`config.mk`:
```
export PLATFORM = sky130hd
export DESIGN_NAME = positional_list_engine_flat
export DESIGN_NICKNAME = d
export VERILOG_FILES = /design/src/design/ple_pkg.sv /design/src/design/ple_if.sv /design/src/design/ple_front.sv /design/src/design/ple_queue.sv /design/src/design/ple_back.sv /design/src/design/positional_list_engine.sv /design/src/flat_wrapper.sv
export SDC_FILE = /design/constraint.sdc
export NUM_CORES = 2
export LEC_CHECK = 0
export ABC_AREA = 0
export BUFFER_PORTS_ARGS = -buffer_cell sky130_fd_sc_hd__buf_4
export CAP_MARGIN = 20
export CORE_UTILIZATION = 30
export CTS_CLUSTER_DIAMETER = 30
export DETAILED_ROUTE_END_ITERATION = 8
export PLACE_DENSITY_LB_ADDON = 0.15
export SETUP_SLACK_MARGIN = 0.5
export SYNTH_ARGS = -nofsm -noshare
export SYNTH_HDL_FRONTEND = slang
export SYNTH_HIERARCHICAL = 1
export SYNTH_SLANG_ARGS = --single-unit
```
`constraint.sdc`:
```
create_clock -name clk_i -period 18.5 [get_ports clk_i]
set_input_delay 0.925 -clock clk_i [delete_from_list [all_inputs] [get_ports clk_i]]
set_output_delay 0.925 -clock clk_i [all_outputs]
set_load 0.01 [all_outputs]
```
`src/design/ple_pkg.sv`:
```
// ----------------------------------------------------------------------------
// ple_pkg: shared types and constants of the positional list engine
// Sizes, request codes, the decoded command passed front to back, and the
// helpers that move values between the 32-bit ports and the entry width.
// ----------------------------------------------------------------------------
package ple_pkg;

  localparam int unsigned CAPACITY    = 16;
  localparam int unsigned VALUE_WIDTH = 32;

  localparam int unsigned REQ_W   = 3;
  localparam int unsigned POS_W   = 8;
  localparam int unsigned DATA_W  = 32;
  localparam int unsigned COUNT_W = 5;

  localparam int unsigned CNT_W = $clog2(CAPACITY + 1);
  localparam int unsigned IDX_W = $clog2(CAPACITY);
  localparam int unsigned EXT_W = ((POS_W > CNT_W) ? POS_W : CNT_W) + 1;

  localparam int unsigned QUEUE_DEPTH = 2;
  localparam int unsigned QPTR_W      = $clog2(QUEUE_DEPTH);
  localparam int unsigned QCNT_W      = $clog2(QUEUE_DEPTH + 1);

  typedef enum logic [REQ_W-1:0] {
    REQ_INSERT  = 3'd0,
    REQ_REMOVE  = 3'd1,
    REQ_READ    = 3'd2,
    REQ_REPLACE = 3'd3,
    REQ_CLEAR   = 3'd4
  } req_e;

  typedef enum logic [2:0] {
    OP_NOP,
    OP_INSERT,
    OP_REMOVE,
    OP_READ,
    OP_REPLACE,
    OP_CLEAR
  } op_e;

  typedef logic [VALUE_WIDTH-1:0] entry_t;

  typedef struct packed {
    op_e              op;
    logic             pos_zero;
    logic [POS_W-1:0] position;
    logic [POS_W-1:0] index;
    entry_t           value;
  } cmd_t;

  function automatic entry_t to_entry(logic [DATA_W-1:0] v);
    logic [63:0] wide;
    wide = 64'(v);
    return wide[VALUE_WIDTH-1:0];
  endfunction

  function automatic logic [DATA_W-1:0] from_entry(entry_t e);
    logic [63:0] wide;
    wide = 64'(e);
    return wide[DATA_W-1:0];
  endfunction

endpackage

```
`src/design/ple_if.sv`:
```
// ----------------------------------------------------------------------------
// ple_req_if / ple_rsp_if: request and response channels
// Valid/ready channels; a transfer happens when valid and ready are high.
// ----------------------------------------------------------------------------
interface ple_req_if;
  import ple_pkg::*;

  logic             valid;
  logic             ready;
  logic [REQ_W-1:0] req_type;
  logic [POS_W-1:0] position;
  logic [DATA_W-1:0] item_value;

  modport source (output valid, output req_type, output position, output item_value,
                  input ready);
  modport sink   (input valid, input req_type, input position, input item_value,
                  output ready);
endinterface

interface ple_rsp_if;
  import ple_pkg::*;

  logic               valid;
  logic               ready;
  logic               ok;
  logic [DATA_W-1:0]  read_value;
  logic [COUNT_W-1:0] item_count;

  modport source (output valid, output ok, output read_value, output item_count,
                  input ready);
  modport sink   (input valid, input ok, input read_value, input item_count,
                  output ready);
endinterface

```
`src/design/ple_front.sv`:
```
// ----------------------------------------------------------------------------
// ple_front: request intake and decode
// Registers each request, decodes its type and turns the 1-based position
// into a 0-based index for the cell array.
// ----------------------------------------------------------------------------
module ple_front (
  input  logic          clk_i,
  input  logic          rst_ni,
  ple_req_if.sink       req_i,
  output logic          cmd_valid_o,
  input  logic          cmd_ready_i,
  output ple_pkg::cmd_t cmd_o
);
  import ple_pkg::*;

  logic vld_q, vld_d;
  cmd_t cmd_q, cmd_d;
  op_e  op;
  logic take;

  assign req_i.ready = !vld_q || cmd_ready_i;
  assign take        = req_i.valid && req_i.ready;

  always_comb begin
    unique case (req_i.req_type)
      REQ_INSERT:  op = OP_INSERT;
      REQ_REMOVE:  op = OP_REMOVE;
      REQ_READ:    op = OP_READ;
      REQ_REPLACE: op = OP_REPLACE;
      REQ_CLEAR:   op = OP_CLEAR;
      default:     op = OP_NOP;
    endcase
  end

  always_comb begin
    cmd_d = cmd_q;
    vld_d = vld_q;
    if (take) begin
      vld_d          = 1'b1;
      cmd_d.op       = op;
      cmd_d.pos_zero = (req_i.position == '0);
      cmd_d.position = req_i.position;
      cmd_d.index    = req_i.position - POS_W'(1);
      cmd_d.value    = to_entry(req_i.item_value);
    end else if (cmd_ready_i) begin
      vld_d = 1'b0;
    end
  end

  always_ff @(posedge clk_i or negedge rst_ni) begin
    if (!rst_ni) begin
      vld_q <= 1'b0;
    end else begin
      vld_q <= vld_d;
    end
  end

  always_ff @(posedge clk_i) begin
    cmd_q <= cmd_d;
  end

  assign cmd_valid_o = vld_q;
  assign cmd_o       = cmd_q;

endmodule

```
`src/design/ple_queue.sv`:
```
// ----------------------------------------------------------------------------
// ple_queue: command queue between front and back
// Small circular buffer of decoded commands so each side can stall alone.
// ----------------------------------------------------------------------------
module ple_queue (
  input  logic          clk_i,
  input  logic          rst_ni,
  input  logic          push_valid_i,
  output logic          push_ready_o,
  input  ple_pkg::cmd_t push_cmd_i,
  output logic          pop_valid_o,
  input  logic          pop_ready_i,
  output ple_pkg::cmd_t pop_cmd_o
);
  import ple_pkg::*;

  cmd_t              slot_q [QUEUE_DEPTH];
  logic [QPTR_W-1:0] wr_ptr_q, wr_ptr_d;
  logic [QPTR_W-1:0] rd_ptr_q, rd_ptr_d;
  logic [QCNT_W-1:0] fill_q, fill_d;
  logic              push, pop;

  assign push_ready_o = (fill_q != QCNT_W'(QUEUE_DEPTH));
  assign pop_valid_o  = (fill_q != '0);
  assign push         = push_valid_i && push_ready_o;
  assign pop          = pop_valid_o && pop_ready_i;
  assign pop_cmd_o    = slot_q[rd_ptr_q];

  always_comb begin
    wr_ptr_d = wr_ptr_q;
    rd_ptr_d = rd_ptr_q;
    fill_d   = fill_q;
    if (push) begin
      wr_ptr_d = (wr_ptr_q == QPTR_W'(QUEUE_DEPTH - 1)) ? '0 : wr_ptr_q + QPTR_W'(1);
    end
    if (pop) begin
      rd_ptr_d = (rd_ptr_q == QPTR_W'(QUEUE_DEPTH - 1)) ? '0 : rd_ptr_q + QPTR_W'(1);
    end
    case ({push, pop})
      2'b10:   fill_d = fill_q + QCNT_W'(1);
      2'b01:   fill_d = fill_q - QCNT_W'(1);
      default: fill_d = fill_q;
    endcase
  end

  always_ff @(posedge clk_i or negedge rst_ni) begin
    if (!rst_ni) begin
      wr_ptr_q <= '0;
      rd_ptr_q <= '0;
      fill_q   <= '0;
    end else begin
      wr_ptr_q <= wr_ptr_d;
      rd_ptr_q <= rd_ptr_d;
      fill_q   <= fill_d;
    end
  end

  always_ff @(posedge clk_i) begin
    if (push) begin
      slot_q[wr_ptr_q] <= push_cmd_i;
    end
  end

endmodule

```
`src/design/ple_back.sv`:
```
// ----------------------------------------------------------------------------
// ple_back: list cells and response register
// Checks each command against the current count, shifts the cell array on
// insert or remove, and registers the response.
// ----------------------------------------------------------------------------
module ple_back (
  input  logic          clk_i,
  input  logic          rst_ni,
  input  logic          cmd_valid_i,
  output logic          cmd_ready_o,
  input  ple_pkg::cmd_t cmd_i,
  ple_rsp_if.source     rsp_o
);
  import ple_pkg::*;

  entry_t             entries_q [CAPACITY];
  logic [CNT_W-1:0]   count_q, count_d;
  logic               rsp_vld_q, rsp_vld_d;
  logic               ok_q, ok_d;
  logic [DATA_W-1:0]  rd_q, rd_d;
  logic [COUNT_W-1:0] cnt_out_q, cnt_out_d;

  logic             fire;
  logic [EXT_W-1:0] pos_ext, idx_ext, cnt_ext;
  logic             in_range, ins_range, ok;
  logic             do_ins, do_rem, do_rep;
  entry_t           picked;

  assign cmd_ready_o = !rsp_vld_q || rsp_o.ready;
  assign fire        = cmd_valid_i && cmd_ready_o;

  assign pos_ext   = EXT_W'(cmd_i.position);
  assign idx_ext   = EXT_W'(cmd_i.index);
  assign cnt_ext   = EXT_W'(count_q);
  assign in_range  = !cmd_i.pos_zero && (pos_ext <= cnt_ext);
  assign ins_range = !cmd_i.pos_zero && (pos_ext <= cnt_ext + EXT_W'(1))
                     && (cnt_ext < EXT_W'(CAPACITY));
  assign picked    = entries_q[cmd_i.index[IDX_W-1:0]];

  always_comb begin
    unique case (cmd_i.op)
      OP_INSERT:                      ok = ins_range;
      OP_REMOVE, OP_READ, OP_REPLACE: ok = in_range;
      OP_CLEAR:                       ok = 1'b1;
      default:                        ok = 1'b0;
    endcase
  end

  assign do_ins = fire && ok && (cmd_i.op == OP_INSERT);
  assign do_rem = fire && ok && (cmd_i.op == OP_REMOVE);
  assign do_rep = fire && ok && (cmd_i.op == OP_REPLACE);

  for (genvar g = 0; g < CAPACITY; g++) begin : g_cell
    localparam logic [EXT_W-1:0] Pos = EXT_W'(g);
    entry_t left, right, cell_d;
    logic   cell_we;

    if (g == 0) begin : g_first
      assign left = '0;
    end else begin : g_left
      assign left = entries_q[g-1];
    end
    if (g == CAPACITY - 1) begin : g_last
      assign right = '0;
    end else begin : g_right
      assign right = entries_q[g+1];
    end

    always_comb begin
      cell_d  = entries_q[g];
      cell_we = 1'b0;
      if (do_ins && Pos == idx_ext) begin
        cell_d  = cmd_i.value;
        cell_we = 1'b1;
      end else if (do_ins && Pos > idx_ext && Pos <= cnt_ext) begin
        cell_d  = left;
        cell_we = 1'b1;
      end else if (do_rem && Pos >= idx_ext && Pos + EXT_W'(1) < cnt_ext) begin
        cell_d  = right;
        cell_we = 1'b1;
      end else if (do_rep && Pos == idx_ext) begin
        cell_d  = cmd_i.value;
        cell_we = 1'b1;
      end
    end

    always_ff @(posedge clk_i) begin
      if (cell_we) begin
        entries_q[g] <= cell_d;
      end
    end
  end

  always_comb begin
    count_d   = count_q;
    rsp_vld_d = rsp_vld_q;
    ok_d      = ok_q;
    rd_d      = rd_q;
    cnt_out_d = cnt_out_q;
    if (fire && ok) begin
      case (cmd_i.op)
        OP_INSERT: count_d = count_q + CNT_W'(1);
        OP_REMOVE: count_d = count_q - CNT_W'(1);
        OP_CLEAR:  count_d = '0;
        default:   count_d = count_q;
      endcase
    end
    if (fire) begin
      rsp_vld_d = 1'b1;
      ok_d      = ok;
      rd_d      = (ok && cmd_i.op == OP_READ) ? from_entry(picked) : '0;
      cnt_out_d = COUNT_W'(count_d);
    end else if (rsp_o.ready) begin
      rsp_vld_d = 1'b0;
    end
  end

  always_ff @(posedge clk_i or negedge rst_ni) begin
    if (!rst_ni) begin
      count_q   <= '0;
      rsp_vld_q <= 1'b0;
    end else begin
      count_q   <= count_d;
      rsp_vld_q <= rsp_vld_d;
    end
  end

  // hold the response payload until transferred
  always_ff @(posedge clk_i) begin
    ok_q      <= ok_d;
    rd_q      <= rd_d;
    cnt_out_q <= cnt_out_d;
  end

  assign rsp_o.valid      = rsp_vld_q;
  assign rsp_o.ok         = ok_q;
  assign rsp_o.read_value = rd_q;
  assign rsp_o.item_count = cnt_out_q;

endmodule

```
`src/design/positional_list_engine.sv`:
```
// ----------------------------------------------------------------------------
// positional_list_engine: ordered list with insert/remove at a position
// Front decodes requests, a two-entry queue decouples it from the back,
// which keeps the entries in a row of shifting cells.
// ----------------------------------------------------------------------------
//  channel | dir | payload                          | transfer
//  req_i   | in  | req_type, position, item_value   | valid && ready
//  rsp_o   | out | ok, read_value, item_count       | valid && ready
//
// Sustained rate is one request per cycle while rsp_o.ready stays high;
// every operation, including a full shift of the cell array, completes as
// the back end takes its command. A request passes the front register, then
// a queue slot, then the response register on its way to response valid.
// Reset clears the count and all valid flags; cell contents are left as is.
// A stalled response backs up into the queue and then the front.
module positional_list_engine (
  input logic       clk_i,
  input logic       rst_ni,
  ple_req_if.sink   req_i,
  ple_rsp_if.source rsp_o
);
  import ple_pkg::*;

  logic front_valid, front_ready;
  cmd_t front_cmd;
  logic back_valid, back_ready;
  cmd_t back_cmd;

  ple_front u_front (
    .clk_i       (clk_i),
    .rst_ni      (rst_ni),
    .req_i       (req_i),
    .cmd_valid_o (front_valid),
    .cmd_ready_i (front_ready),
    .cmd_o       (front_cmd)
  );

  ple_queue u_queue (
    .clk_i        (clk_i),
    .rst_ni       (rst_ni),
    .push_valid_i (front_valid),
    .push_ready_o (front_ready),
    .push_cmd_i   (front_cmd),
    .pop_valid_o  (back_valid),
    .pop_ready_i  (back_ready),
    .pop_cmd_o    (back_cmd)
  );

  ple_back u_back (
    .clk_i       (clk_i),
    .rst_ni      (rst_ni),
    .cmd_valid_i (back_valid),
    .cmd_ready_o (back_ready),
    .cmd_i       (back_cmd),
    .rsp_o       (rsp_o)
  );

endmodule

```
`src/flat_wrapper.sv`:
```
// flat-port wrapper written by rule: the top's interface ports become plain ports
module positional_list_engine_flat import ple_pkg::*;
  (clk_i, rst_ni, req_i_valid, req_i_req_type, req_i_position, req_i_item_value, req_i_ready, rsp_o_valid, rsp_o_ok, rsp_o_read_value, rsp_o_item_count, rsp_o_ready);
  ple_req_if req_i_i ();
  ple_rsp_if rsp_o_i ();
  input logic clk_i;
  input logic rst_ni;
  input wire logic [$bits(req_i_i.valid)-1:0] req_i_valid;
  input wire logic [$bits(req_i_i.req_type)-1:0] req_i_req_type;
  input wire logic [$bits(req_i_i.position)-1:0] req_i_position;
  input wire logic [$bits(req_i_i.item_value)-1:0] req_i_item_value;
  output wire logic [$bits(req_i_i.ready)-1:0] req_i_ready;
  output wire logic [$bits(rsp_o_i.valid)-1:0] rsp_o_valid;
  output wire logic [$bits(rsp_o_i.ok)-1:0] rsp_o_ok;
  output wire logic [$bits(rsp_o_i.read_value)-1:0] rsp_o_read_value;
  output wire logic [$bits(rsp_o_i.item_count)-1:0] rsp_o_item_count;
  input wire logic [$bits(rsp_o_i.ready)-1:0] rsp_o_ready;
  assign req_i_i.valid = req_i_valid;
  assign req_i_i.req_type = req_i_req_type;
  assign req_i_i.position = req_i_position;
  assign req_i_i.item_value = req_i_item_value;
  assign req_i_ready = req_i_i.ready;
  assign rsp_o_valid = rsp_o_i.valid;
  assign rsp_o_ok = rsp_o_i.ok;
  assign rsp_o_read_value = rsp_o_i.read_value;
  assign rsp_o_item_count = rsp_o_i.item_count;
  assign rsp_o_i.ready = rsp_o_ready;
  positional_list_engine u_core (.clk_i(clk_i), .rst_ni(rst_ni), .req_i(req_i_i), .rsp_o(rsp_o_i));
endmodule
```
---- Word-level counts from Yosys, hierarchy flattened ----
Memories as Yosys holds them, arrays and structs flattened. A register that Yosys moved wholly into a read port is not among the register bits.
Cells that the tools add are included.
word-level totals
  word-level logic and storage cells ...... 411
  register bits after elaboration ......... 69
  bits in latches ......................... 0
  bits in read-only memories .............. 0
  input port bits ......................... 47
  RAM bits ................................ 616
  output and inout bits ................... 40
  memories ................................ 2
cells by class
  divide/modulo/power cells ............... 0
  muxes and demuxes ....................... 173
  $add $sub $neg .......................... 8
  shifts and indexed selects .............. 0
  equality and inequality tests ........... 27
  magnitude comparators ................... 67
  bitwise operators ....................... 0
  reductions and logical operators ........ 121
  $mul .................................... 0
memory list
  memory                   depth  bits a word  read ports  clocked after Yosys merged registers in  wr ports  RTL line         text
  u_core.u_back.entries_q  16     32           17          1                                        16        ple_back.sv:16   entry_t entries_q [CAPACITY];
  u_core.u_queue.slot_q    2      52           1           0                                        1         ple_queue.sv:17  cmd_t slot_q [QUEUE_DEPTH];
operator list
  cell                                                                                 number
  32-bit two-way mux                                                                   64
  1-bit logical AND                                                                    107
  1-bit two-way mux                                                                    104
  4-bit by 8-bit == test with 1-bit output (first input constant)                      8
  4-bit by 8-bit greater-or-equal comparator with 1-bit output (first input constant)  8
  4-bit by 8-bit greater-than comparator with 1-bit output (first input constant)      8
  4-bit by 5-bit less-or-equal comparator with 1-bit output (first input constant)     8
  4-bit by 5-bit < comparator with 1-bit output (first input constant)                 8
  3-bit by 8-bit == test with 1-bit output (first input constant)                      4
  3-bit by 8-bit greater-or-equal comparator with 1-bit output (first input constant)  4
  3-bit by 8-bit greater-than comparator with 1-bit output (first input constant)      4
  3-bit by 5-bit less-or-equal comparator with 1-bit output (first input constant)     4
  3-bit by 5-bit < comparator with 1-bit output (first input constant)                 4
  2-bit by 8-bit == test with 1-bit output (first input constant)                      2
  1-bit by 8-bit greater-or-equal comparator with 1-bit output (first input constant)  2
  2-bit by 8-bit greater-or-equal comparator with 1-bit output (first input constant)  2
  1-bit by 8-bit greater-than comparator with 1-bit output (first input constant)      2
  2-bit by 8-bit greater-than comparator with 1-bit output (first input constant)      2
  3-bit one-hot mux with 5 select lines                                                1
  5-bit one-hot mux with 3 select lines                                                1
  3-bit by 2-bit == test with 1-bit output (second input constant)                     4
  1-bit by 5-bit less-or-equal comparator with 1-bit output (first input constant)     2
  2-bit by 5-bit less-or-equal comparator with 1-bit output (first input constant)     2
  2-bit by 5-bit < comparator with 1-bit output (first input constant)                 2
  28 further kinds                                                                     39

---- Logic depth before layout (Yosys ltp) ----
  word-level depth ........................ 14
  depth in mapped cells ................... 17

---- Modules after synthesis ----
The synthesis kept the hierarchy.
by module, submodules not included
  module     instances  area an instance (um^2)  cells each
  ple_back   1          32108.3                  2652
  ple_queue  1          4155.2                   179
  ple_front  1          1795.5                   84

---- Worst setup path after synthesis ----
Ideal clock, no wire load.
  path kind ............................... register to register
  from .................................... reg u_core.u_back.count_q[3]
  to ...................................... mem u_core/u_back/entries_q[1][0] in the netlist's numbering (enable)
  path buffers ............................ 3
  period minus slack after synthesis ...... 7.268 ns
  data required time ...................... 17.967 ns
  cell stages (with the launch flop) ...... 14
  data arrival time ....................... 6.735 ns
  setup slack ............................. 11.232 ns
  path through ............................ dfrtp_1 > clkinv_1 > nor2_1 > nand3_1 > ha_1 > a2111oi_0 > o211ai_1 > o22a_2 > buf_6 > buf_6 > buf_2 > nor3_2 > nand2_1 > o311ai_0
RTL lines
  item                      RTL line         text
  start: declaration        ple_back.sv:17   logic [CNT_W-1:0] count_q, count_d;
  start signal: assignment  ple_back.sv:123  count_q <= count_d;
  end: declaration          ple_back.sv:16

==> summary.md <==
| Metric | Value |
|---|---|
| Status | finished, final reports clean |
| Initial Util | 30.3% |
| CTS Buf Count | 190 |
| Share of layout cells above drive strength 1 | 24.0% |
| Most frequent cells in the layout | 706 x edfxtp_1, 312 x mux2i_1, 250 x nor2_1, 219 x nand2_1, 192 x clkbuf_16 |
| Via density | 5.63 |
| Router iterations before antenna repair | 5 |
| Ys Warns | 6 |
| Total track usage | 21.5% |
| Post-route ant nets | 0 |
| Die area | 128000 um^2 |
| Final hold viol count | 0 |
| Lkg Pwr | 16.9 nW |
| Number of setup buffers added after CTS | 0 |
| Gpl congestion | 0.835 |
| Main area contributors after synthesis | edfxtp_1 56%, mux4_2 9.5%, mux2i_1 8.2% |
| WL final | 138000 um |
| Clock Latency Late Sink | 0.80 ns |
| Initial DRC count | 2655 |
| Hold_ws | 0.303 ns |
| Area fraction of the dominant cell type after synthesis | 55.7% |
| Setup violations, final | 0 |
| Class of the worst hold path | input port to flip-flop |
| P per Cell Area | 163 nW/um^2 |
| Hold buffers post-CTS | 1 |
| GRT overflow | 0 |
| Primary FF master, synth | edfxtp_1 |
| Clock-pin slew on the worst setup and hold paths | 0.05 ns |
| R2R Setup Slk | 12.63 ns |
| CP Data Required Time | 18.89 ns |
| CORE AREA | 126000 um^2 |
| Skew final | 0.0524 ns |
| # diodes | 0 |
| Post-synth EDFFs | 706 |
| CTS Sinks | 717 |
| Synthesized Nets | 2981 |
| Hold-critical path depth | 1 |
| Sequential Area | 21500 um^2 |
| Worst vdd ir | 0.0962 mV |
| Largest net degree at the start of global routing | 77 |
| First-pass GRT wire length | 199000 um |
| Ys async rst share | 1.53% |
| Pin slew with the least headroom to its limit | 1.17 ns |
| CP Capture Type | flip-flop |
| Max cap viols | 0 |
| Tcrit/Tclk final | 31.8% |
| M1 GR Usage | 28.7% |
| Synth unique cells | 71 |
| Via count | 27100 |
| Post-Synthesis Cell Area | 38100 um^2 |
| Io pins | 87 |
| GRT met2 Usage | 34.2% |
| Worst Setup Start Kind | flip-flop |
| Hold path endpoint | u_core/u_front/cmd_o[0] |
| Pins Over Slew Limit | 0 |
| Critical path data arrival time | 6.27 ns |
| Syn avg cell area | 13.1 um^2 |
| # DRC | 0 |
| Area occupied by multi-input gates | 15600 um^2 |
| Routed len/inst | 28.8 um |
| Final nets | 3075 |
| Port Buffers | 86 |
| Vias in the first global route | 27700 |
| Met3 usage | 4.72% |
| Root Buffer Master | clkbuf_16 |
| Tmin final | 5.87 ns |
| Max Freq | 170 MHz |
| Post-layout util | 37.2% |
| Worst r2r src | u_core/u_back/count_q[2] |
| Yosys top cell by area | edfxtp_1 |
| Worst Reg-to-Reg Cells | 12 |
| Most common cell after layout, fill and taps aside | edfxtp_1 |
| Die height | 358 um |
| Slew headroom | 22.0% |
| Syn Inst Count | 2915 |
| Area Growth Syn to Fin | 23.0% |
| Register area share after synthesis | 56.4% |
| Most used routing layer | met2 |
| RSZ-0062 raised after global routing | no |
| Largest fanout on the critical path | 35 |
| Hold Startpoint | req_i_item_value[0] |
| Initial antenna violation count | 3 |
| Critical R2R Capture | u_core/u_back/entries_q[4][25] |
| FILL cells | 12000 |
| TritonCTS clock tree | done |
| Die X | 358 um |
| # resized after CTS | 0 |
| Seq cells post-synth | 717 |
| DP HPWL | 81700 um |
| Setup TNS | 0 ns |
| CP Class | flip-flop to flip-flop |
| # rows | 130 |
| H-Tree Depth | 4 |
| Max Buffers Root-to-Sink | 3 |
## worst max-delay path, stage by stage, from the launching register on
cell       delay (ns)
dfrtp_1          0.62
clkinv_1         0.37
nor2_1           0.50
nand3_1          0.15
ha_1             0.33
a2111oi_0        0.46
o211ai_1         0.20
o22a_2           0.24
buf_4            0.27
or4_2            1.17
nor2b_1          0.36
o21ai_4          0.10
buf_4            0.62
## per-layer routing
metal  share of wire (%)  routed length, um
met2                  47              64500
met3                 7.5              10400
met1                  43              59100
met5               0.065                 90
met4                 3.1               4340
## cell families (layout without fill, tap and decap cells)
kind of cell	after synthesis	after routing	share of synthesized area [%]
AOI/OAI and AO/OA	598	598	9.41
xor gates and xnor gates	16	16	0.368
adders and majority gates	19	19	0.625
buffers and inverters	277	528	3.32
DFF	717	717	56.4
muxes	578	578	21.3
and+or+nand+nor	710	710	8.56
## area by class of cell
class | instances | area share, %
clock inverters | 122 | 2.91
multi-input cells | 1921 | 33.3
repair buffers | 161 | 2.76
inverters | 18 | 0.144
flip-flops and latches | 717 | 45.9
clock buffers | 227 | 10.5
well taps | 1650 | 4.41
## per-stage QoR
stage	cell area, um^2	power, mW	worst slack [ns]	cells
2_1_floorplan	38100	3.77	11.23	2915
3_3_place_gp	40400	4.41	12.60	4460
3_5_place_dp	40500	4.46	12.65	4465
4_1_cts	46800	7.70	12.60	4815
5_1_grt	46800	7.96	12.29	4816
6_report	46800	7.64	12.63	4816
## how the worst max path moves through the flow
stage / start / to
after detailed placement: u_core/u_queue/rd_ptr_q / u_core/u_back/entries_q[4][4]
after CTS: u_core/u_queue/rd_ptr_q / u_core/u_back/entries_q[4][31]
after floorplan: u_core/u_back/count_q[3] / u_core/u_back/entries_q[1][0]
after global routing: u_core/u_back/count_q[2] / u_core/u_back/entries_q[4][31]
after global placement: u_core/u_queue/rd_ptr_q / u_core/u_back/entries_q[4][4]
final: u_core/u_back/count_q[2] / u_core/u_back/entries_q[4][25]
## report_power, final
group	switching [mW]	internal [mW]	total (mW)
clock network	1.06	2.14	3.20
logic	1.29	0.967	2.25
registers	0.0603	2.12	2.18
## flip-flops by register name, indices dropped and copies added, names as in the netlist
register,count
u_core/u_back/rsp_o.ok,1
u_core/u_front/cmd_o,52
u_core/u_back/rsp_o.valid,1
u_core/u_queue/fill_q,2
u_core/u_front/cmd_valid_o,1
u_core/u_back/rsp_o.read_value,32
u_core/u_queue/wr_ptr_q,1
u_core/u_back/count_q,5
u_core/u_queue/slot_q,104
u_core/u_queue/rd_ptr_q,1
u_core/u_back/rsp_o.item_count,5
u_core/u_back/entries_q,512
## synthesized netlist by cell type, types with 10 or more instances
library cell	count
nor2_1	252
nand3_1	24
dfrtp_1	11
buf_6	20
o22ai_1	81
o21ai_1	110
o21ai_0	92
o21a_1	21
mux2_2	41
nor3_1	89
or4_1	11
inv_1	15
nand2b_1	12
nor2b_1	39
buf_2	43
a22o_1	36
edfxtp_1	706
xnor2_1	10
nand2_1	221
ha_1	19
mux4_2	160
mux2_1	16
buf_1	22
mux2_4	49
o211ai_1	11
o22a_1	21
mux2i_1	312
a32o_1	22
clkbuf_1	169
a21oi_1	177
Note: power is estimated with default switching activity, not from simulation.
